**config.mk**
```make
export PLATFORM = sky130hd
export DESIGN_NAME = graphql_token_lexer
export DESIGN_NICKNAME = d
export VERILOG_FILES = /design/src/rtl/core/gtl_pkg.sv /design/src/rtl/core/gtl_core.sv /design/src/rtl/core/gtl_outq.sv /design/src/rtl/core/graphql_token_lexer.sv
export SDC_FILE = /design/constraint.sdc
export NUM_CORES = 1
export LEC_CHECK = 0
export ABC_AREA = 1
export BUFFER_PORTS_ARGS = -buffer_cell sky130_fd_sc_hd__buf_2
export CORE_UTILIZATION = 35
export DETAILED_ROUTE_END_ITERATION = 16
export GPL_TIMING_DRIVEN = 0
export PLACE_DENSITY = 0.58
export SLEW_MARGIN = 25
export SYNTH_ARGS = -nofsm -noshare
export SYNTH_HDL_FRONTEND = slang
export SYNTH_SLANG_ARGS = --single-unit
export TNS_END_PERCENT = 1
```
**constraint.sdc**
```tcl
create_clock -name clk -period 5.4 [get_ports clk]
set_input_delay 0.54 -clock clk [delete_from_list [all_inputs] [get_ports clk]]
set_output_delay 0.54 -clock clk [all_outputs]
set_load 0.03 [all_outputs]
```
**src/rtl/core/gtl_pkg.sv**
```systemverilog
// shared types, token kinds, error codes and byte classes for the query lexer
// no dependencies
package gtl_pkg;

    localparam int GTL_POSITION_BITS = 16;
    localparam int GTL_QUEUE_DEPTH   = 4;

    localparam logic RT_TOKEN = 1'b0;
    localparam logic RT_VALUE = 1'b1;

    localparam logic [4:0] K_EOF       = 5'd0;
    localparam logic [4:0] K_BANG      = 5'd1;
    localparam logic [4:0] K_DOLLAR    = 5'd2;
    localparam logic [4:0] K_AMP       = 5'd3;
    localparam logic [4:0] K_PAREN_L   = 5'd4;
    localparam logic [4:0] K_PAREN_R   = 5'd5;
    localparam logic [4:0] K_SPREAD    = 5'd6;
    localparam logic [4:0] K_COLON     = 5'd7;
    localparam logic [4:0] K_EQUALS    = 5'd8;
    localparam logic [4:0] K_AT        = 5'd9;
    localparam logic [4:0] K_BRACKET_L = 5'd10;
    localparam logic [4:0] K_BRACKET_R = 5'd11;
    localparam logic [4:0] K_BRACE_L   = 5'd12;
    localparam logic [4:0] K_PIPE      = 5'd13;
    localparam logic [4:0] K_BRACE_R   = 5'd14;
    localparam logic [4:0] K_NAME      = 5'd15;
    localparam logic [4:0] K_INT       = 5'd16;
    localparam logic [4:0] K_FLOAT     = 5'd17;
    localparam logic [4:0] K_STRING    = 5'd18;
    localparam logic [4:0] K_COMMENT   = 5'd19;

    localparam logic [2:0] E_NONE         = 3'd0;
    localparam logic [2:0] E_CONTROL      = 3'd1;
    localparam logic [2:0] E_UNEXPECTED   = 3'd2;
    localparam logic [2:0] E_LEADING_ZERO = 3'd3;
    localparam logic [2:0] E_EXP_DIGIT    = 3'd4;
    localparam logic [2:0] E_UNTERMINATED = 3'd5;
    localparam logic [2:0] E_BAD_CHAR     = 3'd6;
    localparam logic [2:0] E_BAD_ESCAPE   = 3'd7;

    localparam logic [7:0] CH_SPACE  = 8'h20;
    localparam logic [7:0] CH_TAB    = 8'h09;
    localparam logic [7:0] CH_LF     = 8'h0A;
    localparam logic [7:0] CH_CR     = 8'h0D;
    localparam logic [7:0] CH_COMMA  = 8'h2C;
    localparam logic [7:0] CH_HASH   = 8'h23;
    localparam logic [7:0] CH_DOT    = 8'h2E;
    localparam logic [7:0] CH_MINUS  = 8'h2D;
    localparam logic [7:0] CH_PLUS   = 8'h2B;
    localparam logic [7:0] CH_QUOTE  = 8'h22;
    localparam logic [7:0] CH_BSLASH = 8'h5C;
    localparam logic [7:0] CH_ZERO   = 8'd48;
    localparam logic [7:0] CH_NINE   = 8'd57;
    localparam logic [7:0] CH_LOW_E  = 8'h65;
    localparam logic [7:0] CH_UP_E   = 8'h45;

    typedef struct packed {
        logic       result_type;
        logic [4:0] token_kind;
        logic [15:0] start_pos;
        logic [15:0] end_pos;
        logic [7:0] value_byte;
        logic [2:0] error_code;
        logic       last_of_run;
    } gtl_result_t;

    // single-byte punctuators, zero when the byte is not one
    function automatic logic [4:0] punct_kind(input logic [7:0] b);
        logic [4:0] k;
        k = K_EOF;
        case (b)
            8'h21:   k = K_BANG;
            8'h24:   k = K_DOLLAR;
            8'h26:   k = K_AMP;
            8'h28:   k = K_PAREN_L;
            8'h29:   k = K_PAREN_R;
            8'h3A:   k = K_COLON;
            8'h3D:   k = K_EQUALS;
            8'h40:   k = K_AT;
            8'h5B:   k = K_BRACKET_L;
            8'h5D:   k = K_BRACKET_R;
            8'h7B:   k = K_BRACE_L;
            8'h7C:   k = K_PIPE;
            8'h7D:   k = K_BRACE_R;
            default: k = K_EOF;
        endcase
        return k;
    endfunction

    // escape decode: bit 8 set when the escape is valid
    function automatic logic [8:0] unescape(input logic [7:0] b);
        logic [8:0] v;
        v = 9'd0;
        case (b)
            8'h22:   v = {1'b1, 8'h22};
            8'h2F:   v = {1'b1, 8'h2F};
            8'h5C:   v = {1'b1, 8'h5C};
            8'h62:   v = {1'b1, 8'd8};
            8'h66:   v = {1'b1, 8'd12};
            8'h6E:   v = {1'b1, 8'd10};
            8'h72:   v = {1'b1, 8'd13};
            8'h74:   v = {1'b1, 8'd9};
            default: v = 9'd0;
        endcase
        return v;
    endfunction

endpackage

```
**src/rtl/core/gtl_core.sv**
```systemverilog
// lexer mode register, position counters and per-byte next-state logic
// depends on gtl_pkg
module gtl_core
    import gtl_pkg::*;
#(
    parameter int POSITION_BITS = GTL_POSITION_BITS
)
(
    input  logic        clk,
    input  logic        rst_n,
    input  logic        step_en,
    input  logic [7:0]  data_byte,
    input  logic        end_of_query,
    output gtl_result_t res0,
    output gtl_result_t res1,
    output logic [1:0]  res_count
);

    typedef enum logic [3:0] {
        M_IDLE, M_DOT1, M_DOT2, M_NAME, M_NSIGN, M_NZERO, M_NINT, M_NDOT,
        M_NFRAC, M_NEXP, M_NESIGN, M_NEDIG, M_STR, M_ESC, M_CMT, M_ERR
    } mode_t;

    localparam logic [POSITION_BITS-1:0] PosMax = '1;

    mode_t                    mode_reg, mode_next;
    logic [POSITION_BITS-1:0] tok_start_reg, tok_start_next;
    logic [POSITION_BITS-1:0] pos_reg, pos_next;
    logic                     is_float_reg, is_float_next;

    function automatic logic [POSITION_BITS-1:0] pos_inc(input logic [POSITION_BITS-1:0] p);
        return (p == PosMax) ? p : p + 1'b1;
    endfunction

    function automatic logic [15:0] clip16(input logic [POSITION_BITS-1:0] p);
        logic [31:0] w;
        w = 32'(p);
        return (w > 32'h0000_FFFF) ? 16'hFFFF : w[15:0];
    endfunction

    function automatic logic is_digit(input logic [7:0] b);
        return (b >= CH_ZERO) && (b <= CH_NINE);
    endfunction

    function automatic logic is_alpha(input logic [7:0] b);
        return (b >= 8'h61 && b <= 8'h7A) || (b >= 8'h41 && b <= 8'h5A) || (b == 8'h5F);
    endfunction

    function automatic gtl_result_t make_rec(
        input logic                     rtype,
        input logic [4:0]               kind,
        input logic [POSITION_BITS-1:0] s,
        input logic [POSITION_BITS-1:0] e,
        input logic [7:0]               val,
        input logic [2:0]               err
    );
        gtl_result_t r;
        r.result_type = rtype;
        r.token_kind  = kind;
        r.start_pos   = clip16(s);
        r.end_pos     = clip16(e);
        r.value_byte  = val;
        r.error_code  = err;
        r.last_of_run = 1'b0;
        return r;
    endfunction

    // what a byte does when it arrives between tokens
    mode_t       st_mode;
    logic        st_set_ts;
    logic        st_clr_float;
    logic        st_emit;
    gtl_result_t st_rec;
    logic [4:0]  st_kind;

    always_comb
    begin
        st_mode      = M_IDLE;
        st_set_ts    = 1'b0;
        st_clr_float = 1'b0;
        st_emit      = 1'b0;
        st_rec       = '0;
        st_kind      = punct_kind(data_byte);
        if (data_byte == CH_SPACE || data_byte == CH_TAB || data_byte == CH_LF
            || data_byte == CH_CR || data_byte == CH_COMMA)
        begin
            st_mode = M_IDLE;
        end
        else if (data_byte < CH_SPACE)
        begin
            st_mode = M_ERR;
            st_emit = 1'b1;
            st_rec  = make_rec(RT_TOKEN, K_EOF, pos_reg, pos_reg, 8'd0, E_CONTROL);
        end
        else
        begin
            st_set_ts = 1'b1;
            if (st_kind != K_EOF)
            begin
                st_emit = 1'b1;
                st_rec  = make_rec(RT_TOKEN, st_kind, pos_reg, pos_inc(pos_reg), 8'd0, E_NONE);
            end
            else if (data_byte == CH_DOT)
                st_mode = M_DOT1;
            else if (data_byte == CH_HASH)
                st_mode = M_CMT;
            else if (is_alpha(data_byte))
                st_mode = M_NAME;
            else if (data_byte == CH_MINUS)
            begin
                st_clr_float = 1'b1;
                st_mode      = M_NSIGN;
            end
            else if (is_digit(data_byte))
            begin
                st_clr_float = 1'b1;
                st_mode      = (data_byte == CH_ZERO) ? M_NZERO : M_NINT;
            end
            else if (data_byte == CH_QUOTE)
                st_mode = M_STR;
            else
            begin
                st_mode = M_ERR;
                st_emit = 1'b1;
                st_rec  = make_rec(RT_TOKEN, K_EOF, pos_reg, pos_reg, 8'd0, E_UNEXPECTED);
            end
        end
    end

    logic                     do_start;
    logic                     pre_emit;
    gtl_result_t              pre_rec;
    gtl_result_t              o0, o1;
    logic [1:0]               cnt;
    logic [8:0]               esc;
    logic [POSITION_BITS-1:0] p1;
    logic [4:0]               num_kind;

    always_comb
    begin
        mode_next      = mode_reg;
        tok_start_next = tok_start_reg;
        pos_next       = pos_reg;
        is_float_next  = is_float_reg;
        do_start       = 1'b0;
        pre_emit       = 1'b0;
        pre_rec        = '0;
        o0             = '0;
        o1             = '0;
        cnt            = 2'd0;
        esc            = unescape(data_byte);
        p1             = pos_inc(pos_reg);
        num_kind       = is_float_reg ? K_FLOAT : K_INT;

        if (end_of_query)
        begin
            // flush a pending token, then EOF, then back to reset state
            o0  = make_rec(RT_TOKEN, K_EOF, pos_reg, pos_reg, 8'd0, E_NONE);
            cnt = 2'd1;
            unique case (mode_reg)
                M_DOT1, M_DOT2:
                    pre_rec = make_rec(RT_TOKEN, K_EOF, tok_start_reg, pos_reg, 8'd0,
                                       E_UNEXPECTED);
                M_NAME:
                    pre_rec = make_rec(RT_TOKEN, K_NAME, tok_start_reg, pos_reg, 8'd0, E_NONE);
                M_NZERO, M_NINT, M_NFRAC, M_NEDIG:
                    pre_rec = make_rec(RT_TOKEN, num_kind, tok_start_reg, pos_reg, 8'd0,
                                       E_NONE);
                M_NSIGN, M_NDOT, M_NEXP, M_NESIGN:
                    pre_rec = make_rec(RT_TOKEN, K_EOF, tok_start_reg, pos_reg, 8'd0,
                                       E_EXP_DIGIT);
                M_STR, M_ESC:
                    pre_rec = make_rec(RT_TOKEN, K_EOF, tok_start_reg, pos_reg, 8'd0,
                                       E_UNTERMINATED);
                M_CMT:
                    pre_rec = make_rec(RT_TOKEN, K_COMMENT, tok_start_reg, pos_reg, 8'd0,
                                       E_NONE);
                M_IDLE, M_ERR:
                    pre_rec = '0;
            endcase
            if (mode_reg != M_IDLE && mode_reg != M_ERR)
            begin
                o1  = o0;
                o0  = pre_rec;
                cnt = 2'd2;
            end
            mode_next      = M_IDLE;
            tok_start_next = '0;
            pos_next       = '0;
            is_float_next  = 1'b0;
        end
        else
        begin
            pos_next = p1;
            unique case (mode_reg)
                M_IDLE:
                    do_start = 1'b1;
                M_DOT1:
                    if (data_byte == CH_DOT)
                        mode_next = M_DOT2;
                    else
                    begin
                        o0 = make_rec(RT_TOKEN, K_EOF, tok_start_reg, pos_reg, 8'd0,
                                      E_UNEXPECTED);
                        cnt = 2'd1;
                        mode_next = M_ERR;
                    end
                M_DOT2:
                    if (data_byte == CH_DOT)
                    begin
                        o0 = make_rec(RT_TOKEN, K_SPREAD, tok_start_reg, p1, 8'd0, E_NONE);
                        cnt = 2'd1;
                        mode_next = M_IDLE;
                    end
                    else
                    begin
                        o0 = make_rec(RT_TOKEN, K_EOF, tok_start_reg, pos_reg, 8'd0,
                                      E_UNEXPECTED);
                        cnt = 2'd1;
                        mode_next = M_ERR;
                    end
                M_NAME:
                    if (!(is_alpha(data_byte) || is_digit(data_byte)))
                    begin
                        pre_emit = 1'b1;
                        pre_rec  = make_rec(RT_TOKEN, K_NAME, tok_start_reg, pos_reg, 8'd0,
                                            E_NONE);
                        do_start = 1'b1;
                    end
                M_NSIGN:
                    if (data_byte == CH_ZERO)
                        mode_next = M_NZERO;
                    else if (is_digit(data_byte))
                        mode_next = M_NINT;
                    else
                    begin
                        o0 = make_rec(RT_TOKEN, K_EOF, tok_start_reg, pos_reg, 8'd0,
                                      E_EXP_DIGIT);
                        cnt = 2'd1;
                        mode_next = M_ERR;
                    end
                M_NZERO, M_NINT:
                    if (is_digit(data_byte))
                    begin
                        if (mode_reg == M_NZERO)
                        begin
                            o0 = make_rec(RT_TOKEN, K_EOF, tok_start_reg, pos_reg, 8'd0,
                                          E_LEADING_ZERO);
                            cnt = 2'd1;
                            mode_next = M_ERR;
                        end
                    end
                    else if (data_byte == CH_DOT)
                    begin
                        is_float_next = 1'b1;
                        mode_next     = M_NDOT;
                    end
                    else if (data_byte == CH_LOW_E || data_byte == CH_UP_E)
                    begin
                        is_float_next = 1'b1;
                        mode_next     = M_NEXP;
                    end
                    else
                    begin
                        pre_emit = 1'b1;
                        pre_rec  = make_rec(RT_TOKEN, num_kind, tok_start_reg, pos_reg, 8'd0,
                                            E_NONE);
                        do_start = 1'b1;
                    end
                M_NDOT:
                    if (is_digit(data_byte))
                        mode_next = M_NFRAC;
                    else
                    begin
                        o0 = make_rec(RT_TOKEN, K_EOF, tok_start_reg, pos_reg, 8'd0,
                                      E_EXP_DIGIT);
                        cnt = 2'd1;
                        mode_next = M_ERR;
                    end
                M_NFRAC:
                    if (data_byte == CH_LOW_E || data_byte == CH_UP_E)
                        mode_next = M_NEXP;
                    else if (!is_digit(data_byte))
                    begin
                        pre_emit = 1'b1;
                        pre_rec  = make_rec(RT_TOKEN, num_kind, tok_start_reg, pos_reg, 8'd0,
                                            E_NONE);
                        do_start = 1'b1;
                    end
                M_NEXP:
                    if (data_byte == CH_PLUS || data_byte == CH_MINUS)
                        mode_next = M_NESIGN;
                    else if (is_digit(data_byte))
                        mode_next = M_NEDIG;
                    else
                    begin
                        o0 = make_rec(RT_TOKEN, K_EOF, tok_start_reg, pos_reg, 8'd0,
                                      E_EXP_DIGIT);
                        cnt = 2'd1;
                        mode_next = M_ERR;
                    end
                M_NESIGN:
                    if (is_digit(data_byte))
                        mode_next = M_NEDIG;
                    else
                    begin
                        o0 = make_rec(RT_TOKEN, K_EOF, tok_start_reg, pos_reg, 8'd0,
                                      E_EXP_DIGIT);
                        cnt = 2'd1;
                        mode_next = M_ERR;
                    end
                M_NEDIG:
                    if (!is_digit(data_byte))
                    begin
                        pre_emit = 1'b1;
                        pre_rec  = make_rec(RT_TOKEN, num_kind, tok_start_reg, pos_reg, 8'd0,
                                            E_NONE);
                        do_start = 1'b1;
                    end
                M_STR:
                    if (data_byte == CH_QUOTE)
                    begin
                        o0 = make_rec(RT_TOKEN, K_STRING, tok_start_reg, p1, 8'd0, E_NONE);
                        cnt = 2'd1;
                        mode_next = M_IDLE;
                    end
                    else if (data_byte == CH_LF || data_byte == CH_CR)
                    begin
                        o0 = make_rec(RT_TOKEN, K_EOF, tok_start_reg, pos_reg, 8'd0,
                                      E_UNTERMINATED);
                        cnt = 2'd1;
                        mode_next = M_ERR;
                    end
                    else if (data_byte < CH_SPACE && data_byte != CH_TAB)
                    begin
                        o0 = make_rec(RT_TOKEN, K_EOF, tok_start_reg, pos_reg, 8'd0,
                                      E_BAD_CHAR);
                        cnt = 2'd1;
                        mode_next = M_ERR;
                    end
                    else if (data_byte == CH_BSLASH)
                        mode_next = M_ESC;
                    else
                    begin
                        o0 = make_rec(RT_VALUE, K_STRING, tok_start_reg, p1, data_byte, E_NONE);
                        cnt = 2'd1;
                    end
                M_ESC:
                    if (!esc[8])
                    begin
                        o0 = make_rec(RT_TOKEN, K_EOF, tok_start_reg, pos_reg, 8'd0,
                                      E_BAD_ESCAPE);
                        cnt = 2'd1;
                        mode_next = M_ERR;
                    end
                    else
                    begin
                        o0 = make_rec(RT_VALUE, K_STRING, tok_start_reg, p1, esc[7:0], E_NONE);
                        cnt = 2'd1;
                        mode_next = M_STR;
                    end
                M_CMT:
                    if (data_byte == CH_LF || data_byte == CH_CR)
                    begin
                        o0 = make_rec(RT_TOKEN, K_COMMENT, tok_start_reg, pos_reg, 8'd0,
                                      E_NONE);
                        cnt = 2'd1;
                        mode_next = M_IDLE;
                    end
                    else
                    begin
                        o0 = make_rec(RT_VALUE, K_COMMENT, tok_start_reg, p1, data_byte,
                                      E_NONE);
                        cnt = 2'd1;
                    end
                M_ERR:
                    mode_next = M_ERR;
            endcase

            // the byte that closes a name or number also opens the next token
            if (do_start)
            begin
                mode_next = st_mode;
                if (st_set_ts)
                    tok_start_next = pos_reg;
                if (st_clr_float)
                    is_float_next = 1'b0;
                if (pre_emit)
                begin
                    o0  = pre_rec;
                    o1  = st_rec;
                    cnt = st_emit ? 2'd2 : 2'd1;
                end
                else
                begin
                    o0  = st_rec;
                    cnt = st_emit ? 2'd1 : 2'd0;
                end
            end
        end

        if (cnt == 2'd2)
            o1.last_of_run = 1'b1;
        else if (cnt == 2'd1)
            o0.last_of_run = 1'b1;
    end

    assign res0      = o0;
    assign res1      = o1;
    assign res_count = cnt;

    always_ff @(posedge clk or negedge rst_n)
    begin
        if (!rst_n)
        begin
            mode_reg      <= M_IDLE;
            tok_start_reg <= '0;
            pos_reg       <= '0;
            is_float_reg  <= 1'b0;
        end
        else if (step_en)
        begin
            mode_reg      <= mode_next;
            tok_start_reg <= tok_start_next;
            pos_reg       <= pos_next;
            is_float_reg  <= is_float_next;
        end
    end

    a_end_gives_eof: assert property (@(posedge clk) disable iff (!rst_n)
        step_en && end_of_query |-> res_count != 2'd0)
        else $error("end marker produced no result");

    a_end_clears_pos: assert property (@(posedge clk) disable iff (!rst_n)
        step_en && end_of_query |=> pos_reg == '0 && mode_reg == M_IDLE)
        else $error("end marker did not return lexer to reset state");

    a_err_sticky: assert property (@(posedge clk) disable iff (!rst_n)
        step_en && !end_of_query && mode_reg == M_ERR |=> mode_reg == M_ERR)
        else $error("left error mode without end marker");

endmodule

```
**src/rtl/core/gtl_outq.sv**
```systemverilog
// small result queue: takes up to two results a cycle, hands out one
// depends on gtl_pkg
module gtl_outq
    import gtl_pkg::*;
(
    input  logic        clk,
    input  logic        rst_n,
    input  logic [1:0]  push_count,
    input  gtl_result_t push0,
    input  gtl_result_t push1,
    input  logic        pop,
    output gtl_result_t head,
    output logic        not_empty,
    output logic        room2
);

    localparam int PtrW = $clog2(GTL_QUEUE_DEPTH);
    localparam int CntW = $clog2(GTL_QUEUE_DEPTH + 1);

    gtl_result_t       entry_reg [GTL_QUEUE_DEPTH];
    logic [PtrW-1:0]   wr_ptr_reg, wr_ptr_next;
    logic [PtrW-1:0]   rd_ptr_reg, rd_ptr_next;
    logic [CntW-1:0]   count_reg, count_next;
    logic [PtrW-1:0]   wr_ptr_plus1;

    assign wr_ptr_plus1 = wr_ptr_reg + 1'b1;
    assign wr_ptr_next  = wr_ptr_reg + PtrW'(push_count);
    assign rd_ptr_next  = rd_ptr_reg + PtrW'(pop);
    assign count_next   = count_reg + CntW'(push_count) - CntW'(pop);

    assign head      = entry_reg[rd_ptr_reg];
    assign not_empty = (count_reg != '0);
    assign room2     = (count_reg <= CntW'(GTL_QUEUE_DEPTH - 2));

    always_ff @(posedge clk)
    begin
        if (push_count != 2'd0)
            entry_reg[wr_ptr_reg] <= push0;
        if (push_count == 2'd2)
            entry_reg[wr_ptr_plus1] <= push1;
    end

    always_ff @(posedge clk or negedge rst_n)
    begin
        if (!rst_n)
        begin
            wr_ptr_reg <= '0;
            rd_ptr_reg <= '0;
            count_reg  <= '0;
        end
        else
        begin
            wr_ptr_reg <= wr_ptr_next;
            rd_ptr_reg <= rd_ptr_next;
            count_reg  <= count_next;
        end
    end

    a_no_overflow: assert property (@(posedge clk) disable iff (!rst_n)
        count_reg <= CntW'(GTL_QUEUE_DEPTH))
        else $error("result queue overflow");

endmodule

```
**src/rtl/core/graphql_token_lexer.sv**
```systemverilog
// top level of the byte-serial query lexer: input register, lexer core, result queue
// depends on gtl_pkg, gtl_core, gtl_outq
//
//  channel | signals                          | direction | transfer when
//  query   | query_valid, data_byte,          | in        | query_valid && !query_stall
//          | end_of_query / query_stall       |           |
//  result  | result_valid, result_type ...    | out       | result_valid && !result_stall
//          | last_of_run / result_stall       |           |
//
// one query byte is taken every cycle while query_stall is low; a result passes the input
// register, then the result queue, before it is offered
// an item that yields two results hands them to the result port one at a time; a four-entry
// result queue absorbs this and the input stalls only when fewer than two slots are free
// reset clears lexer mode, positions and queue pointers; bytes are counted from zero again
// after each end marker
module graphql_token_lexer
    import gtl_pkg::*;
#(
    parameter int POSITION_BITS = GTL_POSITION_BITS
)
(
    input  logic        clk,
    input  logic        rst_n,
    input  logic        query_valid,
    output logic        query_stall,
    input  logic [7:0]  data_byte,
    input  logic        end_of_query,
    output logic        result_valid,
    input  logic        result_stall,
    output logic        result_type,
    output logic [4:0]  token_kind,
    output logic [15:0] start_pos,
    output logic [15:0] end_pos,
    output logic [7:0]  value_byte,
    output logic [2:0]  error_code,
    output logic        last_of_run
);

    logic        in_valid_reg;
    logic [7:0]  in_byte_reg;
    logic        in_end_reg;
    logic        room2;
    logic        step_en;
    logic        not_empty;
    logic        pop;
    gtl_result_t res0, res1, head;
    logic [1:0]  res_count;
    logic [1:0]  push_count;

    assign step_en     = in_valid_reg && room2;
    assign query_stall = in_valid_reg && !room2;
    assign push_count  = step_en ? res_count : 2'd0;
    assign pop         = not_empty && !result_stall;

    always_ff @(posedge clk or negedge rst_n)
    begin
        if (!rst_n)
            in_valid_reg <= 1'b0;
        else if (!query_stall)
            in_valid_reg <= query_valid;
    end

    always_ff @(posedge clk)
    begin
        if (query_valid && !query_stall)
        begin
            in_byte_reg <= data_byte;
            in_end_reg  <= end_of_query;
        end
    end

    gtl_core #(
        .POSITION_BITS(POSITION_BITS)
    ) u_core (
        .clk         (clk),
        .rst_n       (rst_n),
        .step_en     (step_en),
        .data_byte   (in_byte_reg),
        .end_of_query(in_end_reg),
        .res0        (res0),
        .res1        (res1),
        .res_count   (res_count)
    );

    gtl_outq u_outq (
        .clk       (clk),
        .rst_n     (rst_n),
        .push_count(push_count),
        .push0     (res0),
        .push1     (res1),
        .pop       (pop),
        .head      (head),
        .not_empty (not_empty),
        .room2     (room2)
    );

    assign result_valid = not_empty;
    assign result_type  = head.result_type;
    assign token_kind   = head.token_kind;
    assign start_pos    = head.start_pos;
    assign end_pos      = head.end_pos;
    assign value_byte   = head.value_byte;
    assign error_code   = head.error_code;
    assign last_of_run  = head.last_of_run;

    a_valid_drops_on_transfer: assert property (@(posedge clk) disable iff (!rst_n)
        $fell(result_valid) |-> !$past(result_stall))
        else $error("result dropped without a transfer");

    a_stall_only_when_full: assert property (@(posedge clk) disable iff (!rst_n)
        query_stall |-> in_valid_reg && !room2)
        else $error("input stalled with room in the result queue");

endmodule

```
[Word level (Yosys, flattened, before mapping)]
Memory sizes are Yosys's and may differ from the RTL's.
Index checks and enable logic that the tools add are counted.
Operators by class
  reductions and logical operators: 40
  equality and inequality tests: 58
  $add $sub $neg: 6
  muxes and demuxes: 138
  $lt $le $gt $ge: 8
Operators by type and width (number)
  $mux W50: 26
  $pmux W50 S9: 1
  $pmux W50 S7: 1
  $mux W44: 6
  $pmux W50 S4: 1
  $eq A8 B6 Y1 const B: 16
  $eq A8 B7 Y1 const B: 15
  $mux W49: 2
  $mux W4: 24
  $mux W16: 5
  $pmux W9 S8: 1
  $pmux W4 S13: 1
  $mux W1: 48
  $mux W48: 1
  $pmux W4 S12: 1
  $mux W47: 1
  $eq A4 B4 Y1 const B: 8
  $mux W2: 14
  $eq A8 B4 Y1 const B: 3
  $add A16 B1 Y16 const B: 1
  $eq A16 B16 Y1 const B: 1
  $eq A4 B3 Y1 const B: 4
  $ge A8 B7 Y1 const B: 2
  $le A8 B7 Y1 const B: 2
  other kinds (36): 65
Storage, ports and cells
  register bits after elaboration: 54
  memories kept: 1
  bits in writable memories: 200
  bits of input ports: 13
  output and inout port bits: 52
  word-level logic and storage cells: 261
Memories
  u_outq.entry_reg: depth 4, width 50, read ports 1, clocked after memory_dff 0, write ports 2, line gtl_outq.sv:20  | gtl_result_t entry_reg [GTL_QUEUE_DEPTH];

[Depth between registers and ports, before layout]
Gate-level depths: netlist (run 1).
  depth in word-level cells: 18
  depth in mapped cells: 23
  gate-level depth less buffers: 20

[By module]
Synthesis (run 1) repeated with hierarchy kept, for this count alone.
Second synthesis, totals
  cell total of the unflattened synthesis: 2557
  area, all modules: 17670.7 um^2
Modules (own cells, without submodules)
  gtl_outq: cells each 1451, seq. area each 6180.9 um^2, instances 1, area an instance 11477.3 um^2
  gtl_core: cells each 1082, seq. area each 925.9 um^2, instances 1, area an instance 5843.1 um^2
  graphql_token_lexer: cells each 24, seq. area each 295.3 um^2, instances 1, area an instance 350.3 um^2

[Least setup slack after synthesis (run 1)]
Ideal clock, no wire load.
  path type: register to register
  from: reg in_byte_reg[4]
  to: mem u_outq.entry_reg[0][0] in the netlist's numbering, enable pin
  period minus slack after synthesis: 3773 ps
  arrival: 3247 ps
  setup slack: 1627 ps
  setup time: 526 ps
  required time: 4874 ps
  cell stages (with the launch flop): 21
  buffers on the path: 4
  cells stage by stage: edfxtp_1 buf_4 nand2_1 nor2_2 nand2_2 buf_6 inv_2 nor2_4 nand2_2 nor2_4 nand2_1 nor2_4 buf_6 ha_1 inv_1 nand3_2 nand4_2 nand2_4 nand2_4 buf_2 nand2_1
RTL lines
  from (decl): line graphql_token_lexer.sv:40  | logic [7:0] in_byte_reg;
  from (signal assigned): line graphql_token_lexer.sv:67  | in_byte_reg <= data_byte;
  to (decl): line gtl_outq.sv:20

==> impl_results.html, run 1 <==
<table>
<tr><th>Metric</th><th>Value</th></tr>
<tr><th colspan="2">Run status</th></tr>
<tr><td>Run status</td><td>completed</td></tr>
<tr><th colspan="2">Floorplanning</th></tr>
<tr><td>Rows</td><td>just under 80</td></tr>
<tr><td>Die Span Y</td><td>roughly 210 um</td></tr>
<tr><td>Effective utilization at floorplan</td><td>between 30 and 40%</td></tr>
<tr><td>Die extent in x</td><td>about 210 um</td></tr>
<tr><td>CORE AREA</td><td>between 40000 and 50000 um2</td></tr>
<tr><td>Total Die Area</td><td>around 46000 um2</td></tr>
<tr><td>I/O pin total</td><td>65</td></tr>
<tr><th colspan="2">Place</th></tr>
<tr><td>Detailed-placement wirelength estimate</td><td>about 43 mm</td></tr>
<tr><td>Port Buffers</td><td>64</td></tr>
<tr><td>Post-placement cell count</td><td>approximately 2.8k</td></tr>
<tr><td>Dpl ws</td><td>about 1.2 ns</td></tr>
<tr><td>RD Place Congestion</td><td>approximately 0.94</td></tr>
<tr><th colspan="2">Clock network</th></tr>
<tr><td>Insertion delay of the later-clocked pin in the worst-skew pair</td><td>roughly 0.57 ns</td></tr>
<tr><td>CTS Buf Count</td><td>29</td></tr>
<tr><td>Number of buffers added to fix hold violations after cts</td><td>0</td></tr>
<tr><td># Post-CTS Setup Buffers</td><td>0</td></tr>
<tr><td>Number of instances resized during post-cts repair</td><td>0</td></tr>
<tr><td>CTS Buffer Depth</td><td>3</td></tr>
<tr><td>Clk sinks</td><td>~250</td></tr>
<tr><td>CTS clock-pin slew for the worst setup and hold paths</td><td>around 0.07 ns</td></tr>
<tr><td>Level count of the clock H-tree</td><td>1</td></tr>
<tr><td>Root Buffer</td><td>sky130_fd_sc_hd__clkbuf_16</td></tr>
<tr><td>Clock tree from TritonCTS</td><td>yes</td></tr>
<tr><th colspan="2">Global route</th></tr>
<tr><td>Pin count of the biggest net entering global routing</td><td>46</td></tr>
<tr><td>Number of global-route vias before repair</td><td>around 15k</td></tr>
<tr><td>Global routing's busiest layer</td><td>met2</td></tr>
<tr><td>Met1 GRT Util</td><td>between 30% and 40%</td></tr>
<tr><td>First-pass GRT wire length</td><td>89.6 mm</td></tr>
<tr><td>Remaining global-route overflow</td><td>0</td></tr>
<tr><td>Met2 global-route usage</td><td>roughly 43%</td></tr>
<tr><td>Antenna violations before repair</td><td>0</td></tr>
<tr><td>Combined global-route utilization of all metal layers</td><td>about a quarter</td></tr>
<tr><td>GR Layer Usage met3</td><td>3.57%</td></tr>
<tr><th colspan="2">Finish</th></tr>
<tr><td>Storage element area</td><td>between 6000 and 7000 um2</td></tr>
<tr><td>Most frequent standard cell in the layout excluding fill and tap cells</td><td>sky130_fd_sc_hd__nand2_1</td></tr>
<tr><td>Post-layout instance count excluding filler cells</td><td>between 2k and 3k</td></tr>
<tr><td>Final net count</td><td>about 2.3k</td></tr>
<tr><td>Area occupied by multi-input gates</td><td>about 7500 um2</td></tr>
<tr><td>Growth of design area from synthesis to finish</td><td>13.0%</td></tr>
<tr><td>Largest register FFs</td><td>200</td></tr>
<tr><td>Share of final-layout standard cells stronger than drive strength 1</td><td>between 10% and 20%</td></tr>
<tr><td>Fill cell count</td><td>4585</td></tr>
<tr><td>Antenna cells</td><td>0</td></tr>
<tr><td>Most frequent cells in the layout</td><td>sky130_fd_sc_hd__nand2_1 (691), sky130_fd_sc_hd__nor2_1 (237), sky130_fd_sc_hd__o21ai_0 (199), sky130_fd_sc_hd__edfxtp_1 (165), sky130_fd_sc_hd__nand3_1 (138)</td></tr>
<tr><th colspan="2">Logic synthesis</th></tr>
<tr><td>Combinational family with the most area after synthesis</td><td>simple AND/OR/NAND/NOR gates</td></tr>
<tr><td>Synth Area in Compound Gates</td><td>between 10% and 20%</td></tr>
<tr><td>Number of synthesis warnings</td><td>0</td></tr>
<tr><td>Number of enable flip-flop cells after synthesis</td><td>165</td></tr>
<tr><td>Fraction of synthesis flops using an asynchronous set or reset pin</td><td>~18%</td></tr>
<tr><td>Synth Cell Area</td><td>15700 um2</td></tr>
<tr><td>Proportion of synthesized area in mux cells</td><td>0%</td></tr>
<tr><td>Area share of fa/ha/maj cells after synthesis</td><td>less than 1%</td></tr>
<tr><td>Synthesized area per cell</td><td>7.34 um2</td></tr>
<tr><td>Area fraction in and, or, nand and nor cells after synthesis</td><td>32.4%</td></tr>
<tr><td>Post-Synthesis Net Count</td><td>around 2.2k</td></tr>
<tr><td>Count of mapped cells out of synthesis</td><td>between 2k and 2.5k</td></tr>
<tr><td>XOR/XNOR Fraction of Synth Area</td><td>less than 1%</td></tr>
<tr><td>Seq cells post-synth</td><td>approximately 250</td></tr>
<tr><td>Synth unique cells</td><td>between 40 and 50</td></tr>
<tr><td>Primary FF master, synth</td><td>sky130_fd_sc_hd__edfxtp_1</td></tr>
<tr><td>Sequential area share after synthesis</td><td>about 44%</td></tr>
<tr><th colspan="2">Route</th></tr>
<tr><td>Count of vias placed by the detailed router</td><td>~16k</td></tr>
<tr><td>DRC viols</td><td>0</td></tr>
<tr><td>Detail Route Antenna Nets</td><td>0</td></tr>
<tr><td>Post-DR vias/cell</td><td>around 5.5</td></tr>
<tr><td>Starting DRT DRC Count</td><td>1520</td></tr>
<tr><td>Wire length reported by the detailed router</td><td>around 59 mm</td></tr>
<tr><td>Routed length per placed instance</td><td>20.7 um</td></tr>
<tr><td>Detailed-router iteration count before antenna repair</td><td>6</td></tr>
<tr><th colspan="2">Setup path</th></tr>
<tr><td>Required time of the worst setup path</td><td>5.57 ns</td></tr>
<tr><td>Arrival time of data at the critical path endpoint</td><td>~4.4 ns</td></tr>
<tr><td>Path type of the worst setup path</td><td>reg -&gt; reg</td></tr>
<tr><td>Endpoint kind of the worst setup timing path</td><td>flip-flop</td></tr>
<tr><td>Crit path launch type</td><td>flip-flop</td></tr>
<tr><td>Worst-path fanout max</td><td>39</td></tr>
<tr><th colspan="2">Power and ir drop</th></tr>
<tr><td>VDD IR max</td><td>around 0.00027 V</td></tr>
<tr><td>Cell internal power dissipation</td><td>between 5 and 6 mW</td></tr>
<tr><td>Overall power</td><td>~10 mW</td></tr>
<tr><td>Static Leak</td><td>around 7.5 nW</td></tr>
<tr><td>Part of the power in the clock network</td><td>a little under a fifth</td></tr>
<tr><td>Combinational group share of total power</td><td>a little over half</td></tr>
<tr><td>P per Cell Area</td><td>between 500 and 600 nW/um2</td></tr>
<tr><td>Power share of the sequential group</td><td>approximately 29%</td></tr>
<tr><td>Switching Fraction</td><td>50.3%</td></tr>
<tr><td>Power spent charging and discharging nets</td><td>~5.3 mW</td></tr>
<tr><th colspan="2">Timing</th></tr>
<tr><td>Measured slew at the worst slew-check pin</td><td>approximately 1.1 ns</td></tr>
<tr><td>Final period util</td><td>77.4%</td></tr>
<tr><td>Post-route setup slack</td><td>around 1.2 ns</td></tr>
<tr><td>Setup TNS Final</td><td>0 ns</td></tr>
<tr><td>Final hold violation count</td><td>0</td></tr>
<tr><td>Worst slew margin</td><td>29.2%</td></tr>
<tr><td>Layout Skew</td><td>roughly 0.014 ns</td></tr>
<tr><td>Maximum operating frequency</td><td>about 0.24 GHz</td></tr>
<tr><td>Final critical-path required period</td><td>4.18 ns</td></tr>
<tr><td>Final Setup Violations</td><td>0</td></tr>
<tr><td>Max Slew Vio Count</td><td>0</td></tr>
<tr><td>Unrepaired setup endpoints after global routing</td><td>false</td></tr>
<tr><th colspan="2">Flow run</th></tr>
<tr><td>Max_cap viols</td><td>0</td></tr>
<tr><th colspan="2">Worst hold path</th></tr>
<tr><td>Type of the worst min-delay path</td><td>in -&gt; async</td></tr>
</table>
## power by group through the flow
stage | Combinational (mW) | Sequential [mW] | Clock (mW)
after floorplan | 3.59 | 2.97 | 0
after global placement | 5.39 | 3.05 | 0
after detailed placement | 5.44 | 3.04 | 0
after CTS | 5.46 | 3.00 | 1.99
after global routing | 5.93 | 3.06 | 2.07
final | 5.52 | 3.00 | 1.97
## cells in the mapped netlist, types with 9 or more instances
| library cell | n | share of area (%) |
|---|---|---|
| sky130_fd_sc_hd__a21oi_1 | 61 | 1.9 |
| sky130_fd_sc_hd__buf_2 | 30 | 0.96 |
| sky130_fd_sc_hd__buf_4 | 18 | 0.86 |
| sky130_fd_sc_hd__buf_6 | 12 | 0.86 |
| sky130_fd_sc_hd__clkbuf_1 | 60 | 1.4 |
| sky130_fd_sc_hd__dfrtp_1 | 45 | 7.2 |
| sky130_fd_sc_hd__dfxtp_1 | 44 | 5.6 |
| sky130_fd_sc_hd__edfxtp_1 | 165 | 32 |
| sky130_fd_sc_hd__inv_1 | 130 | 3.1 |
| sky130_fd_sc_hd__inv_2 | 13 | 0.31 |
| sky130_fd_sc_hd__nand2_1 | 695 | 17 |
| sky130_fd_sc_hd__nand2_2 | 9 | 0.36 |
| sky130_fd_sc_hd__nand3_1 | 138 | 4.4 |
| sky130_fd_sc_hd__nand4_1 | 34 | 1.4 |
| sky130_fd_sc_hd__nor2_1 | 237 | 5.7 |
| sky130_fd_sc_hd__nor3_1 | 24 | 0.77 |
| sky130_fd_sc_hd__o211ai_1 | 20 | 0.96 |
| sky130_fd_sc_hd__o21ai_0 | 199 | 6.4 |
| sky130_fd_sc_hd__o21ai_1 | 16 | 0.51 |
| sky130_fd_sc_hd__o22ai_1 | 93 | 3.7 |
## area by class of cell
cell class | count | area share [%]
Multi-Input combinational cell | 1606 | 42.4
Buffer | 125 | 3.75
Sequential cell | 254 | 39.3
Inverter | 149 | 3.23
Tap cell | 592 | 4.18
Clock buffer | 38 | 4.70
Clock inverter | 16 | 0.643
Timing Repair Buffer | 64 | 1.82
## path summary, 6_finish.rpt
kind | from | end | slack (ns) | cells after the start
hold / removal | rst_n | u_outq.rd_ptr_reg[1]$_DFF_PN0_ | 0.03 | 1
max in group asynchronous | rst_n | u_core.tok_start_reg[2]$_DFFE_PN0P_ | 4.86 | 1
hold reg to reg | u_outq.entry_reg[1][10]$_SDFFE_PP0P_ | u_outq.entry_reg[1][10]$_SDFFE_PP0P_ | 0.48 | 2
min in group clk | data_byte[4] | in_byte_reg[4]$_DFFE_PP_ | 0.15 | 1
setup reg to reg | u_core.mode_reg[2]$_DFFE_PN0P_ | u_outq.entry_reg[3][23]$_DFFE_PP_ | 1.22 | 14
setup / recovery | u_core.mode_reg[2]$_DFFE_PN0P_ | u_outq.entry_reg[3][23]$_DFFE_PP_ | 1.22 | 14
## cell families after synthesis
| group | Yosys count |
|---|---|
| xor+xnor | 7 |
| compound gates | 405 |
| flops | 254 |
| buf+inv | 274 |
| fa+ha+maj | 8 |
| simple gates | 1186 |
## routing by layer
metal / wire length, um / vias to the layer above
met5: 0 / -
met4: 1440 / 0
met3: 4840 / 98
met2: 27300 / 701
met1: 25300 / 7418
li1: - / 7356
## stage by stage
stage          area, um2  hold slack (ns)  utilization, %
6_report           17700           0.0294            40.1
5_1_grt            17700           0.0705            40.1
3_5_place_dp       16800            0.464            37.9
2_1_floorplan      15700            0.244               -
3_3_place_gp       16700            0.456            37.8
4_1_cts            17700           0.0414            40.1
## critical path, cell delays in order, from the launching register on
cell,delay (ns)
sky130_fd_sc_hd__dfrtp_1,0.45
sky130_fd_sc_hd__nor2_1,0.26
sky130_fd_sc_hd__nand2_1,0.22
sky130_fd_sc_hd__a21oi_1,0.19
sky130_fd_sc_hd__nand3_2,0.20
sky130_fd_sc_hd__nand3_4,0.24
sky130_fd_sc_hd__buf_1,0.48
sky130_fd_sc_hd__ha_1,0.33
sky130_fd_sc_hd__inv_1,0.07
sky130_fd_sc_hd__nand3_2,0.11
sky130_fd_sc_hd__nand4_2,0.16
sky130_fd_sc_hd__nand2_4,0.14
sky130_fd_sc_hd__nand2_4,0.17
sky130_fd_sc_hd__buf_2,0.29
sky130_fd_sc_hd__nand2_4,0.43
(Power assumes the default switching activity.)
==> run 2: changes to the inputs <==
--- a/config.mk
+++ b/config.mk
@@ -10,7 +10,7 @@
 export CORE_UTILIZATION = 35
 export DETAILED_ROUTE_END_ITERATION = 16
 export GPL_TIMING_DRIVEN = 0
-export PLACE_DENSITY = 0.58
+export PLACE_DENSITY = 0.6
 export SLEW_MARGIN = 25
 export SYNTH_ARGS = -nofsm -noshare
 export SYNTH_HDL_FRONTEND = slang
==> constraint.sdc (replaced) <==
create_clock -name clk -period 3.6 [get_ports clk]
set_input_delay 0.36 -clock clk [delete_from_list [all_inputs] [get_ports clk]]
set_output_delay 0.36 -clock clk [all_outputs]
set_load 0.03 [all_outputs]
==> run 2 against run 1 <==
Compared with the run above:
- final area is 2.3% higher
- total power increased by 53%
- global-route usage decreased by 0.11 points
- setup slack worse by 1.1 ns
- register-to-register slack worse by 1.1 ns
- wire length rose by 0.35%
- critical path depth decreased by 7
- via count grew 1.2%
- sequential cell count did not move
- sequential share of layout area decreased by 0.88 points
- sequential power grew 50%
==> impl_results.html, run 2 (synthesis gave the netlist of run 1 again) <==
<table>
<tr><th>Metric</th><th>Value</th></tr>
<tr><th colspan="2">Clock network</th></tr>
<tr><td>CTS clock-pin slew for the worst setup and hold paths</td><td>0.06 ns (about the same)</td></tr>
<tr><td>Level count of the clock H-tree</td><td>1 (unchanged)</td></tr>
<tr><td>Clock tree from TritonCTS</td><td>yes</td></tr>
<tr><td>Insertion delay of the later-clocked pin in the worst-skew pair</td><td>0.59 ns (+0.02 ns)</td></tr>
<tr><td>CTS Buf Count</td><td>29 (unchanged)</td></tr>
<tr><td>Root Buffer</td><td>sky130_fd_sc_hd__clkbuf_16</td></tr>
<tr><td>Clk sinks</td><td>254 (unchanged)</td></tr>
<tr><td>CTS Buffer Depth</td><td>3 (unchanged)</td></tr>
<tr><th colspan="2">Timing</th></tr>
<tr><td>WHS</td><td>0.232 ns (+0.203 ns)</td></tr>
<tr><td>Maximum operating frequency</td><td>0.285 GHz</td></tr>
<tr><td>Final hold violation count</td><td>0 (unchanged)</td></tr>
<tr><td>Unrepaired setup endpoints after global routing</td><td>true</td></tr>
<tr><td>Measured slew at the worst slew-check pin</td><td>0.919 ns (-0.132 ns)</td></tr>
<tr><td>Final Setup Violations</td><td>0 (unchanged)</td></tr>
<tr><td>Final critical-path required period</td><td>between 3 and 4 ns</td></tr>
<tr><td>Final period util</td><td>97.6%</td></tr>
<tr><td>Max Slew Vio Count</td><td>0 (unchanged)</td></tr>
<tr><td>Layout Skew</td><td>0.0161 ns (+0.00174 ns)</td></tr>
<tr><td>Worst slew margin</td><td>38.5% (+9.3 points)</td></tr>
<tr><th colspan="2">Power and ir drop</th></tr>
<tr><td>Part of the power in the clock network</td><td>18.7% (about the same)</td></tr>
<tr><td>Power spent charging and discharging nets</td><td>8.03 mW (+52%)</td></tr>
<tr><td>Static Leak</td><td>7.67 nW (+1.6%)</td></tr>
<tr><td>VDD IR max</td><td>0.000443 V (+63%)</td></tr>
<tr><td>Cell internal power dissipation</td><td>7.98 mW (+53%)</td></tr>
<tr><td>Power share of the sequential group</td><td>28.0% (-0.6 points)</td></tr>
<tr><td>Combinational group share of total power</td><td>53.2% (+0.6 points)</td></tr>
<tr><td>P per Cell Area</td><td>883 nW/um2 (+49%)</td></tr>
<tr><td>Overall power</td><td>16.0 mW (+53%)</td></tr>
<tr><td>Switching Fraction</td><td>50.2% (-0.13 points)</td></tr>
<tr><th colspan="2">Floorplanning</th></tr>
<tr><td>Die extent in x</td><td>214 um (unchanged)</td></tr>
<tr><td>Total Die Area</td><td>45600 um2 (unchanged)</td></tr>
<tr><td>Die Span Y</td><td>214 um (unchanged)</td></tr>
<tr><td>I/O pin total</td><td>65 (unchanged)</td></tr>
<tr><td>Effective utilization at floorplan</td><td>35.4% (unchanged)</td></tr>
<tr><td>CORE AREA</td><td>44200 um2 (unchanged)</td></tr>
<tr><td>Rows</td><td>77 (unchanged)</td></tr>
<tr><th colspan="2">Finish</th></tr>
<tr><td>Most frequent standard cell in the layout excluding fill and tap cells</td><td>sky130_fd_sc_hd__nand2_1</td></tr>
<tr><td>Final standard cell utilization of the core</td><td>41.0% (+0.92 points)</td></tr>
<tr><td>Final net count</td><td>2272 (+0.98%)</td></tr>
<tr><td>Largest register FFs</td><td>200 (unchanged)</td></tr>
<tr><td>Fill cell count</td><td>4517 (-1.5%)</td></tr>
<tr><td>Most frequent cells in the layout</td><td>sky130_fd_sc_hd__nand2_1 (688), sky130_fd_sc_hd__nor2_1 (233), sky130_fd_sc_hd__o21ai_0 (199), sky130_fd_sc_hd__edfxtp_1 (165), sky130_fd_sc_hd__nand3_1 (136)</td></tr>
<tr><td>Antenna cells</td><td>0 (unchanged)</td></tr>
<tr><td>Growth of design area from synthesis to finish</td><td>15.6%</td></tr>
<tr><td>Share of final-layout standard cells stronger than drive strength 1</td><td>11.7% (+0.92 points)</td></tr>
<tr><th colspan="2">Place</th></tr>
<tr><td>Detailed-placement wirelength estimate</td><td>43.0 mm (-1.1%)</td></tr>
<tr><td>RD Place Congestion</td><td>0.959 (+1.5%)</td></tr>
<tr><td>Port Buffers</td><td>64 (unchanged)</td></tr>
<tr><th colspan="2">Global route</th></tr>
<tr><td>First-pass GRT wire length</td><td>89.1 mm (-0.48%)</td></tr>
<tr><td>Combined global-route utilization of all metal layers</td><td>25.9% (-0.11 points)</td></tr>
<tr><td>Number of global-route vias before repair</td><td>14.8k (+0.20%)</td></tr>
<tr><td>Pin count of the biggest net entering global routing</td><td>46 (unchanged)</td></tr>
<tr><td>Remaining global-route overflow</td><td>0 (unchanged)</td></tr>
<tr><td>Antenna violations before repair</td><td>0 (unchanged)</td></tr>
<tr><th colspan="2">Route</th></tr>
<tr><td>Count of vias placed by the detailed router</td><td>15.8k (+1.2%)</td></tr>
<tr><td>Wire length reported by the detailed router</td><td>59.1 mm (+0.35%)</td></tr>
<tr><td>Post-DR vias/cell</td><td>5.51 (+0.54%)</td></tr>
<tr><td>Starting DRT DRC Count</td><td>1669 (+9.8%)</td></tr>
<tr><td>DRC viols</td><td>0 (unchanged)</td></tr>
<tr><td>Detailed-router iteration count before antenna repair</td><td>5 (-1)</td></tr>
<tr><td>Detail Route Antenna Nets</td><td>0 (unchanged)</td></tr>
<tr><td>Routed length per placed instance</td><td>20.6 um (-0.35%)</td></tr>
<tr><th colspan="2">Setup path</th></tr>
<tr><td>Slowest stage cell, crit path</td><td>sky130_fd_sc_hd__clkbuf_1</td></tr>
<tr><td>Number of buffers and inverters on the critical path</td><td>5 (+2)</td></tr>
<tr><td>Category of cells accounting for the largest share of critical-path delay</td><td>buffers and inverters</td></tr>
<tr><td>Required time of the worst setup path</td><td>3.24 ns (-2.33 ns)</td></tr>
<tr><td>Crit path launch type</td><td>flip-flop</td></tr>
<tr><td>Reg-to-reg critical path startpoint</td><td>in_byte_reg[1]$_DFFE_PP_</td></tr>
<tr><td>Slowest Stage Delay on Critical Path</td><td>0.52 ns (+0.04 ns)</td></tr>
<tr><td>First element of the critical path</td><td>u_outq.rd_ptr_reg[0]$_DFF_PN0_</td></tr>
<tr><td>Worst-path fanout max</td><td>10 (-74%)</td></tr>
<tr><td>Endpoint kind of the worst setup timing path</td><td>output pin</td></tr>
<tr><td>Crit path top cell by count</td><td>sky130_fd_sc_hd__clkbuf_1</td></tr>
<tr><td>Path type of the worst setup path</td><td>reg -&gt; out</td></tr>
<tr><td>CP cell instances</td><td>clkbuf_1 -&gt; inv_1 -&gt; clkbuf_1 -&gt; clkbuf_1 -&gt; o21ai_0 -&gt; o22ai_1 -&gt; buf_2</td></tr>
<tr><td>Arrival time of data at the critical path endpoint</td><td>3.15 ns (-1.20 ns)</td></tr>
<tr><th colspan="2">Run status</th></tr>
<tr><td>Run status</td><td>completed</td></tr>
<tr><th colspan="2">Flow run</th></tr>
<tr><td>Max_cap viols</td><td>0 (unchanged)</td></tr>
<tr><th colspan="2">Worst hold path</th></tr>
<tr><td>Startpoint of the worst hold path</td><td>result_stall</td></tr>
<tr><td>Type of the worst min-delay path</td><td>in -&gt; reg</td></tr>
</table>
run 2: cell count changes in the layout (fill, tap and decap cells not counted), moves of 4 or more:
cell | before | now
sky130_fd_sc_hd__nand2_8 | 0 | 10
sky130_fd_sc_hd__dlygate4sd3_1 | 0 | 11
sky130_fd_sc_hd__inv_2 | 13 | 18
sky130_fd_sc_hd__nand2_4 | 11 | 5
sky130_fd_sc_hd__inv_1 | 130 | 125
sky130_fd_sc_hd__buf_2 | 93 | 85
sky130_fd_sc_hd__buf_4 | 19 | 28
sky130_fd_sc_hd__clkinv_2 | 8 | 1
sky130_fd_sc_hd__nor2_1 | 237 | 233
run 2: area by class of cell:
class | instances | area, um2 | share of cell area [%]
Buffer | 125 | 713 | 3.94
Sequential cell | 254 | 6960 | 38.4
Inverter | 149 | 572 | 3.16
Multi-Input combinational cell | 1610 | 7680 | 42.4
Tap cell | 592 | 741 | 4.09
Clock inverter | 13 | 126 | 0.698
Clock buffer | 39 | 821 | 4.53
Timing Repair Buffer | 82 | 498 | 2.75
run 2: power by group through the flow:
stage | logic [mW] | registers [mW] | clock network [mW]
global placement | 8.06 | 4.56 | 0
global route | 9.14 | 4.56 | 3.12
finish | 8.52 | 4.49 | 3.00
detailed placement | 8.13 | 4.54 | 0
floorplan | 5.38 | 4.46 | 0
CTS | 8.35 | 4.48 | 3.03
run 2: worst min-delay path: stages:
cell and delay [ns]:
sky130_fd_sc_hd__buf_2 0.08, sky130_fd_sc_hd__a21oi_1 0.06, sky130_fd_sc_hd__ha_1 0.27
run 2: final timing paths:
| path | end | slack, ns | cells past startpoint |
|---|---|---|---|
| max in group asynchronous | u_core.tok_start_reg[2]$_DFFE_PN0P_ | 2.75 | 2 |
| min | u_outq.rd_ptr_reg[0]$_DFF_PN0_ | 0.23 | 3 |
| min reg2reg | u_outq.entry_reg[1][9]$_SDFFE_PP0P_ | 0.48 | 2 |
| min in group asynchronous | u_outq.count_reg[1]$_DFF_PN0_ | 0.37 | 2 |
| max reg2reg | u_outq.entry_reg[2][16]$_DFFE_PP_ | 0.10 | 18 |
| max | end_pos[5] | 0.09 | 7 |
run 2: per-stage QoR:
step	area [um2]	setup TNS [ns]	setup WS (ns)	std cells
6_report	18100	0	0.0853	2864
5_1_grt	18100	-0.384	-0.0641	2864
4_1_cts	18000	-0.0625	-0.0325	2858
3_5_place_dp	16800	-97.21	-0.586	2790
3_3_place_gp	16700	-251.18	-1.78	2790
2_1_floorplan	15700	-19.85	-0.173	2134
run 2: what timing repair did:
action                     in CTS  in global routing
cloned                          4                  0
setup endpoints to repair     295                317
setup buffers                   1                  6
gates resized for setup        21                 27
hold endpoints to repair       55                  0
hold buffers                   11                  0
pin swaps                       6                  3
run 2: metal layers:
metal | wire length [um] | up-vias | global-route usage (%)
met1 | 24800 | 7515 | 34.3
met4 | 1550 | 0 | 8.10
met5 | 0 | - | 0
met3 | 5040 | 114 | 4.12
li1 | - | 7417 | -
met2 | 27700 | 721 | 43.1
==> run 3: changes to the inputs <==
--- a/config.mk
+++ b/config.mk
@@ -7,6 +7,7 @@
 export LEC_CHECK = 0
 export ABC_AREA = 1
 export BUFFER_PORTS_ARGS = -buffer_cell sky130_fd_sc_hd__buf_2
+export CORE_ASPECT_RATIO = 1.1
 export CORE_UTILIZATION = 35
 export DETAILED_ROUTE_END_ITERATION = 16
 export GPL_TIMING_DRIVEN = 0
==> run 3 against run 2 <==
Compared with the run above:
- first-iteration DRC count grew 8.6%
- wire length shrank 0.60%
- clock power shrank 5%
- via count shrank 0.65%
==> impl_results.html, run 3 (synthesis gave the netlist of run 1 again) <==
<table>
<tr><th>Metric</th><th>Value</th></tr>
<tr><th colspan="2">Run status</th></tr>
<tr><td>Run status</td><td>completed</td></tr>
<tr><th colspan="2">Timing</th></tr>
<tr><td>Measured slew at the worst slew-check pin</td><td>0.995 ns (+0.0762 ns)</td></tr>
<tr><td>Final hold violation count</td><td>0 (unchanged)</td></tr>
<tr><td>Final period util</td><td>97.3% (-0.32 points)</td></tr>
<tr><td>Max Slew Vio Count</td><td>0 (unchanged)</td></tr>
<tr><td>Unrepaired setup endpoints after global routing</td><td>true</td></tr>
<tr><td>Worst slew margin</td><td>33.1% (-5.4 points)</td></tr>
<tr><td>Final Setup Violations</td><td>0 (unchanged)</td></tr>
<tr><td>Final critical-path required period</td><td>3.50 ns (-0.0115 ns)</td></tr>
<tr><td>Maximum operating frequency</td><td>0.285 GHz (+0.33%)</td></tr>
<tr><td>Setup TNS Final</td><td>0 ns (unchanged)</td></tr>
<tr><td>Layout Skew</td><td>0.0152 ns (-0.000945 ns)</td></tr>
<tr><th colspan="2">Floorplanning</th></tr>
<tr><td>Effective utilization at floorplan</td><td>35.8% (+0.39 points)</td></tr>
<tr><td>I/O pin total</td><td>65 (unchanged)</td></tr>
<tr><td>Total Die Area</td><td>45600 um2 (about the same)</td></tr>
<tr><td>Die Span Y</td><td>224 um (+4.8%)</td></tr>
<tr><td>CORE AREA</td><td>43700 um2 (-1.1%)</td></tr>
<tr><td>Rows</td><td>80 (+3.9%)</td></tr>
<tr><td>Die extent in x</td><td>204 um (-4.6%)</td></tr>
<tr><th colspan="2">Global route</th></tr>
<tr><td>First-pass GRT wire length</td><td>89.5 mm (+0.44%)</td></tr>
<tr><td>Antenna violations before repair</td><td>0 (unchanged)</td></tr>
<tr><td>Number of global-route vias before repair</td><td>15.0k (+1.2%)</td></tr>
<tr><td>Combined global-route utilization of all metal layers</td><td>25.7% (-0.18 points)</td></tr>
<tr><td>Remaining global-route overflow</td><td>0 (unchanged)</td></tr>
<tr><td>Pin count of the biggest net entering global routing</td><td>46 (unchanged)</td></tr>
<tr><th colspan="2">Route</th></tr>
<tr><td>DRC viols</td><td>0 (unchanged)</td></tr>
<tr><td>Met2 layer wire length in the routed design</td><td>28.5 mm (+2.7%)</td></tr>
<tr><td>Post-DR vias/cell</td><td>5.50 (-0.13%)</td></tr>
<tr><td>Highest layer used for signal routing</td><td>met4</td></tr>
<tr><td>Routed length per placed instance</td><td>20.6 um (about the same)</td></tr>
<tr><td>Count of vias placed by the detailed router</td><td>15.7k (-0.65%)</td></tr>
<tr><td>Post-Route M1 WL</td><td>24.1 mm (-2.7%)</td></tr>
<tr><td>Detailed-router iteration count before antenna repair</td><td>6 (+1)</td></tr>
<tr><td>Starting DRT DRC Count</td><td>1813 (+8.6%)</td></tr>
<tr><td>Detail Route Antenna Nets</td><td>0 (unchanged)</td></tr>
<tr><td>Routed wire length on met3</td><td>4.76 mm (-5.4%)</td></tr>
<tr><td>Wire length reported by the detailed router</td><td>58.8 mm (-0.60%)</td></tr>
<tr><th colspan="2">Setup path</th></tr>
<tr><td>Critical R2R Capture</td><td>u_outq.entry_reg[0][28]$_DFFE_PP_</td></tr>
<tr><td>R2R cell count</td><td>22 (+4)</td></tr>
<tr><td>Required time of the worst setup path</td><td>3.24 ns (about the same)</td></tr>
<tr><td>Slowest stage cell, crit path</td><td>sky130_fd_sc_hd__clkbuf_1</td></tr>
<tr><td>Crit path launch type</td><td>flip-flop</td></tr>
<tr><td>Timing endpoint of the critical path</td><td>end_pos[5]</td></tr>
<tr><td>Crit path top cell by count</td><td>sky130_fd_sc_hd__clkbuf_1</td></tr>
<tr><td>Slowest Stage Delay on Critical Path</td><td>0.51 ns (about the same)</td></tr>
<tr><td>Worst-path fanout max</td><td>10 (unchanged)</td></tr>
<tr><td>Path type of the worst setup path</td><td>reg -&gt; out</td></tr>
<tr><td>Endpoint kind of the worst setup timing path</td><td>output pin</td></tr>
<tr><td>Arrival time of data at the critical path endpoint</td><td>3.14 ns (about the same)</td></tr>
<tr><td>Number of buffers and inverters on the critical path</td><td>5 (unchanged)</td></tr>
<tr><td>Crit path depth</td><td>7 (unchanged)</td></tr>
<tr><td>Reg-to-reg critical path startpoint</td><td>in_byte_reg[4]$_DFFE_PP_</td></tr>
<tr><td>Reg2Reg Setup Slack</td><td>0.12 ns (+0.02 ns)</td></tr>
<tr><td>CP cell instances</td><td>clkbuf_1 -&gt; inv_1 -&gt; clkbuf_1 -&gt; clkbuf_1 -&gt; o21ai_0 -&gt; o22ai_1 -&gt; buf_2</td></tr>
<tr><td>Category of cells accounting for the largest share of critical-path delay</td><td>buffers and inverters</td></tr>
<tr><td>First element of the critical path</td><td>u_outq.rd_ptr_reg[0]$_DFF_PN0_</td></tr>
<tr><th colspan="2">Clock network</th></tr>
<tr><td>CTS Buf Count</td><td>28 (-3.4%)</td></tr>
<tr><td>Insertion delay of the later-clocked pin in the worst-skew pair</td><td>0.56 ns (-0.03 ns)</td></tr>
<tr><td>Root Buffer</td><td>sky130_fd_sc_hd__clkbuf_16</td></tr>
<tr><td>Clock tree from TritonCTS</td><td>yes</td></tr>
<tr><td>CTS Buffer Depth</td><td>3 (unchanged)</td></tr>
<tr><td>Level count of the clock H-tree</td><td>1 (unchanged)</td></tr>
<tr><td>CTS clock-pin slew for the worst setup and hold paths</td><td>0.06 ns (about the same)</td></tr>
<tr><td>Clk sinks</td><td>254 (unchanged)</td></tr>
<tr><th colspan="2">Place</th></tr>
<tr><td>Post-placement cell count</td><td>2772 (-0.65%)</td></tr>
<tr><td>RD Place Congestion</td><td>0.942 (-1.8%)</td></tr>
<tr><td>Detailed-placement wirelength estimate</td><td>43.1 mm (+0.30%)</td></tr>
<tr><td>Port Buffers</td><td>64 (unchanged)</td></tr>
<tr><td>Placement-stage cell area</td><td>16700 um2 (-0.13%)</td></tr>
<tr><th colspan="2">Finish</th></tr>
<tr><td>Largest register FFs</td><td>200 (unchanged)</td></tr>
<tr><td>Cell area after layout</td><td>18000 um2 (-0.39%)</td></tr>
<tr><td>Final net count</td><td>2276 (+0.18%)</td></tr>
<tr><td>Share of final-layout standard cells stronger than drive strength 1</td><td>11.5% (-0.19 points)</td></tr>
<tr><td>Most frequent cells in the layout</td><td>sky130_fd_sc_hd__nand2_1 (690), sky130_fd_sc_hd__nor2_1 (234), sky130_fd_sc_hd__o21ai_0 (199), sky130_fd_sc_hd__edfxtp_1 (165), sky130_fd_sc_hd__nand3_1 (137)</td></tr>
<tr><td>Most frequent standard cell in the layout excluding fill and tap cells</td><td>sky130_fd_sc_hd__nand2_1</td></tr>
<tr><td>Growth of design area from synthesis to finish</td><td>15.2%</td></tr>
<tr><td>Post-layout instance count excluding filler cells</td><td>2849 (-0.52%)</td></tr>
<tr><td>Antenna cells</td><td>0 (unchanged)</td></tr>
<tr><th colspan="2">Flow run</th></tr>
<tr><td>Max_cap viols</td><td>0 (unchanged)</td></tr>
<tr><th colspan="2">Power and ir drop</th></tr>
<tr><td>Cell internal power dissipation</td><td>7.90 mW (-0.96%)</td></tr>
<tr><td>Part of the power in the clock network</td><td>17.9% (-0.8 points)</td></tr>
<tr><td>Switching Fraction</td><td>50.2% (about the same)</td></tr>
<tr><td>P per Cell Area</td><td>879 nW/um2 (-0.47%)</td></tr>
<tr><td>Combinational group share of total power</td><td>53.8% (+0.6 points)</td></tr>
<tr><td>Static Leak</td><td>7.67 nW (about the same)</td></tr>
<tr><td>Power spent charging and discharging nets</td><td>7.97 mW (-0.76%)</td></tr>
<tr><td>Power share of the sequential group</td><td>28.3% (+0.3 points)</td></tr>
<tr><td>Overall power</td><td>15.9 mW (-0.86%)</td></tr>
<tr><td>VDD IR max</td><td>0.000357 V (-19%)</td></tr>
<tr><th colspan="2">Worst hold path</th></tr>
<tr><td>Type of the worst min-delay path</td><td>in -&gt; reg</td></tr>
</table>
## run 3: cell count changes in the layout (fill, tap and decap cells not counted), moves of 3 or more
cell,change
sky130_fd_sc_hd__buf_4,+6
sky130_fd_sc_hd__clkbuf_4,-3
sky130_fd_sc_hd__clkinv_4,-3
sky130_fd_sc_hd__inv_1,+3
sky130_fd_sc_hd__inv_2,-3
sky130_fd_sc_hd__nand2_4,+3
## run 3: worst register-to-register path, stage by stage, from the launching register on
cell,delay (ns)
sky130_fd_sc_hd__edfxtp_1,0.37
sky130_fd_sc_hd__buf_4,0.18
sky130_fd_sc_hd__nand2_1,0.13
sky130_fd_sc_hd__nor2_4,0.08
sky130_fd_sc_hd__nand2_2,0.08
sky130_fd_sc_hd__buf_6,0.15
sky130_fd_sc_hd__inv_2,0.07
sky130_fd_sc_hd__nor2_4,0.15
sky130_fd_sc_hd__nand2_2,0.09
sky130_fd_sc_hd__nor2_4,0.13
sky130_fd_sc_hd__nand2_1,0.11
sky130_fd_sc_hd__nor2_4,0.15
sky130_fd_sc_hd__buf_6,0.17
sky130_fd_sc_hd__ha_1,0.24
sky130_fd_sc_hd__inv_1,0.07
sky130_fd_sc_hd__nand3_2,0.11
sky130_fd_sc_hd__nand4_2,0.16
sky130_fd_sc_hd__nand2_4,0.14
sky130_fd_sc_hd__nand2_4,0.17
sky130_fd_sc_hd__inv_4,0.10
sky130_fd_sc_hd__buf_4,0.21
sky130_fd_sc_hd__nand2_1,0.08
sky130_fd_sc_hd__nand2_1,0.08
## run 3: per-layer routing
layer / global-route usage [%] / vias to the layer above
li1: - / 7424
met1: 33.7 / 7426
met2: 44.0 / 698
met3: 3.33 / 116
met4: 7.25 / 0
met5: 0 / -
## run 3: layout make-up
class | count | area [um2]
Fill cell | 4464 | 25700
Timing Repair Buffer | 86 | 515
Tap cell | 574 | 718
Buffer | 124 | 702
Clock buffer | 38 | 802
Clock inverter | 12 | 93.8
Sequential cell | 254 | 6960
Multi-Input combinational cell | 1612 | 7680
Inverter | 149 | 572
## run 3: worst min path at each step
stage | from | to | slack, ns | cells after the start
after floorplan | rst_n | in_valid_reg$_DFFE_PN0N_ | 0.06 | 0
after global placement | u_outq.entry_reg[1][11]$_SDFFE_PP0P_ | u_outq.entry_reg[1][11]$_SDFFE_PP0P_ | 0.46 | 2
after detailed placement | rst_n | in_valid_reg$_DFFE_PN0N_ | 0.43 | 1
after CTS | result_stall | u_outq.rd_ptr_reg[0]$_DFF_PN0_ | 0.27 | 3
after global routing | result_stall | u_outq.rd_ptr_reg[0]$_DFF_PN0_ | 0.30 | 3
final | result_stall | u_outq.rd_ptr_reg[0]$_DFF_PN0_ | 0.28 | 3
## run 3: repair_timing
| item | 4_1_cts | 5_1_grt |
|---|---|---|
| pin swaps | 6 | 3 |
| hold buffers | 11 | 0 |
| resized for setup | 12 | 26 |
| setup endpoints to repair | 316 | 291 |
| setup buffers | 2 | 9 |
| gates cloned | 4 | 2 |
| hold endpoints to repair | 55 | 0 |
## run 3: power groups by stage
stage	Combinational, mW	Clock [mW]	Sequential [mW]
floorplan	5.38	0	4.46
global placement	8.04	0	4.56
detailed placement	8.11	0	4.54
CTS	8.31	2.87	4.48
global route	9.16	2.97	4.57
finish	8.54	2.84	4.49
## run 3: stage by stage
stage	util [%]	hold WS, ns	setup WS [ns]
final	41.3	0.279	0.0968
after detailed placement	38.3	0.433	-0.633
after global routing	41.3	0.300	-0.0752
after global placement	38.2	0.457	-1.74
after CTS	40.9	0.267	0.00479
after floorplan	-	0.0644	-0.173
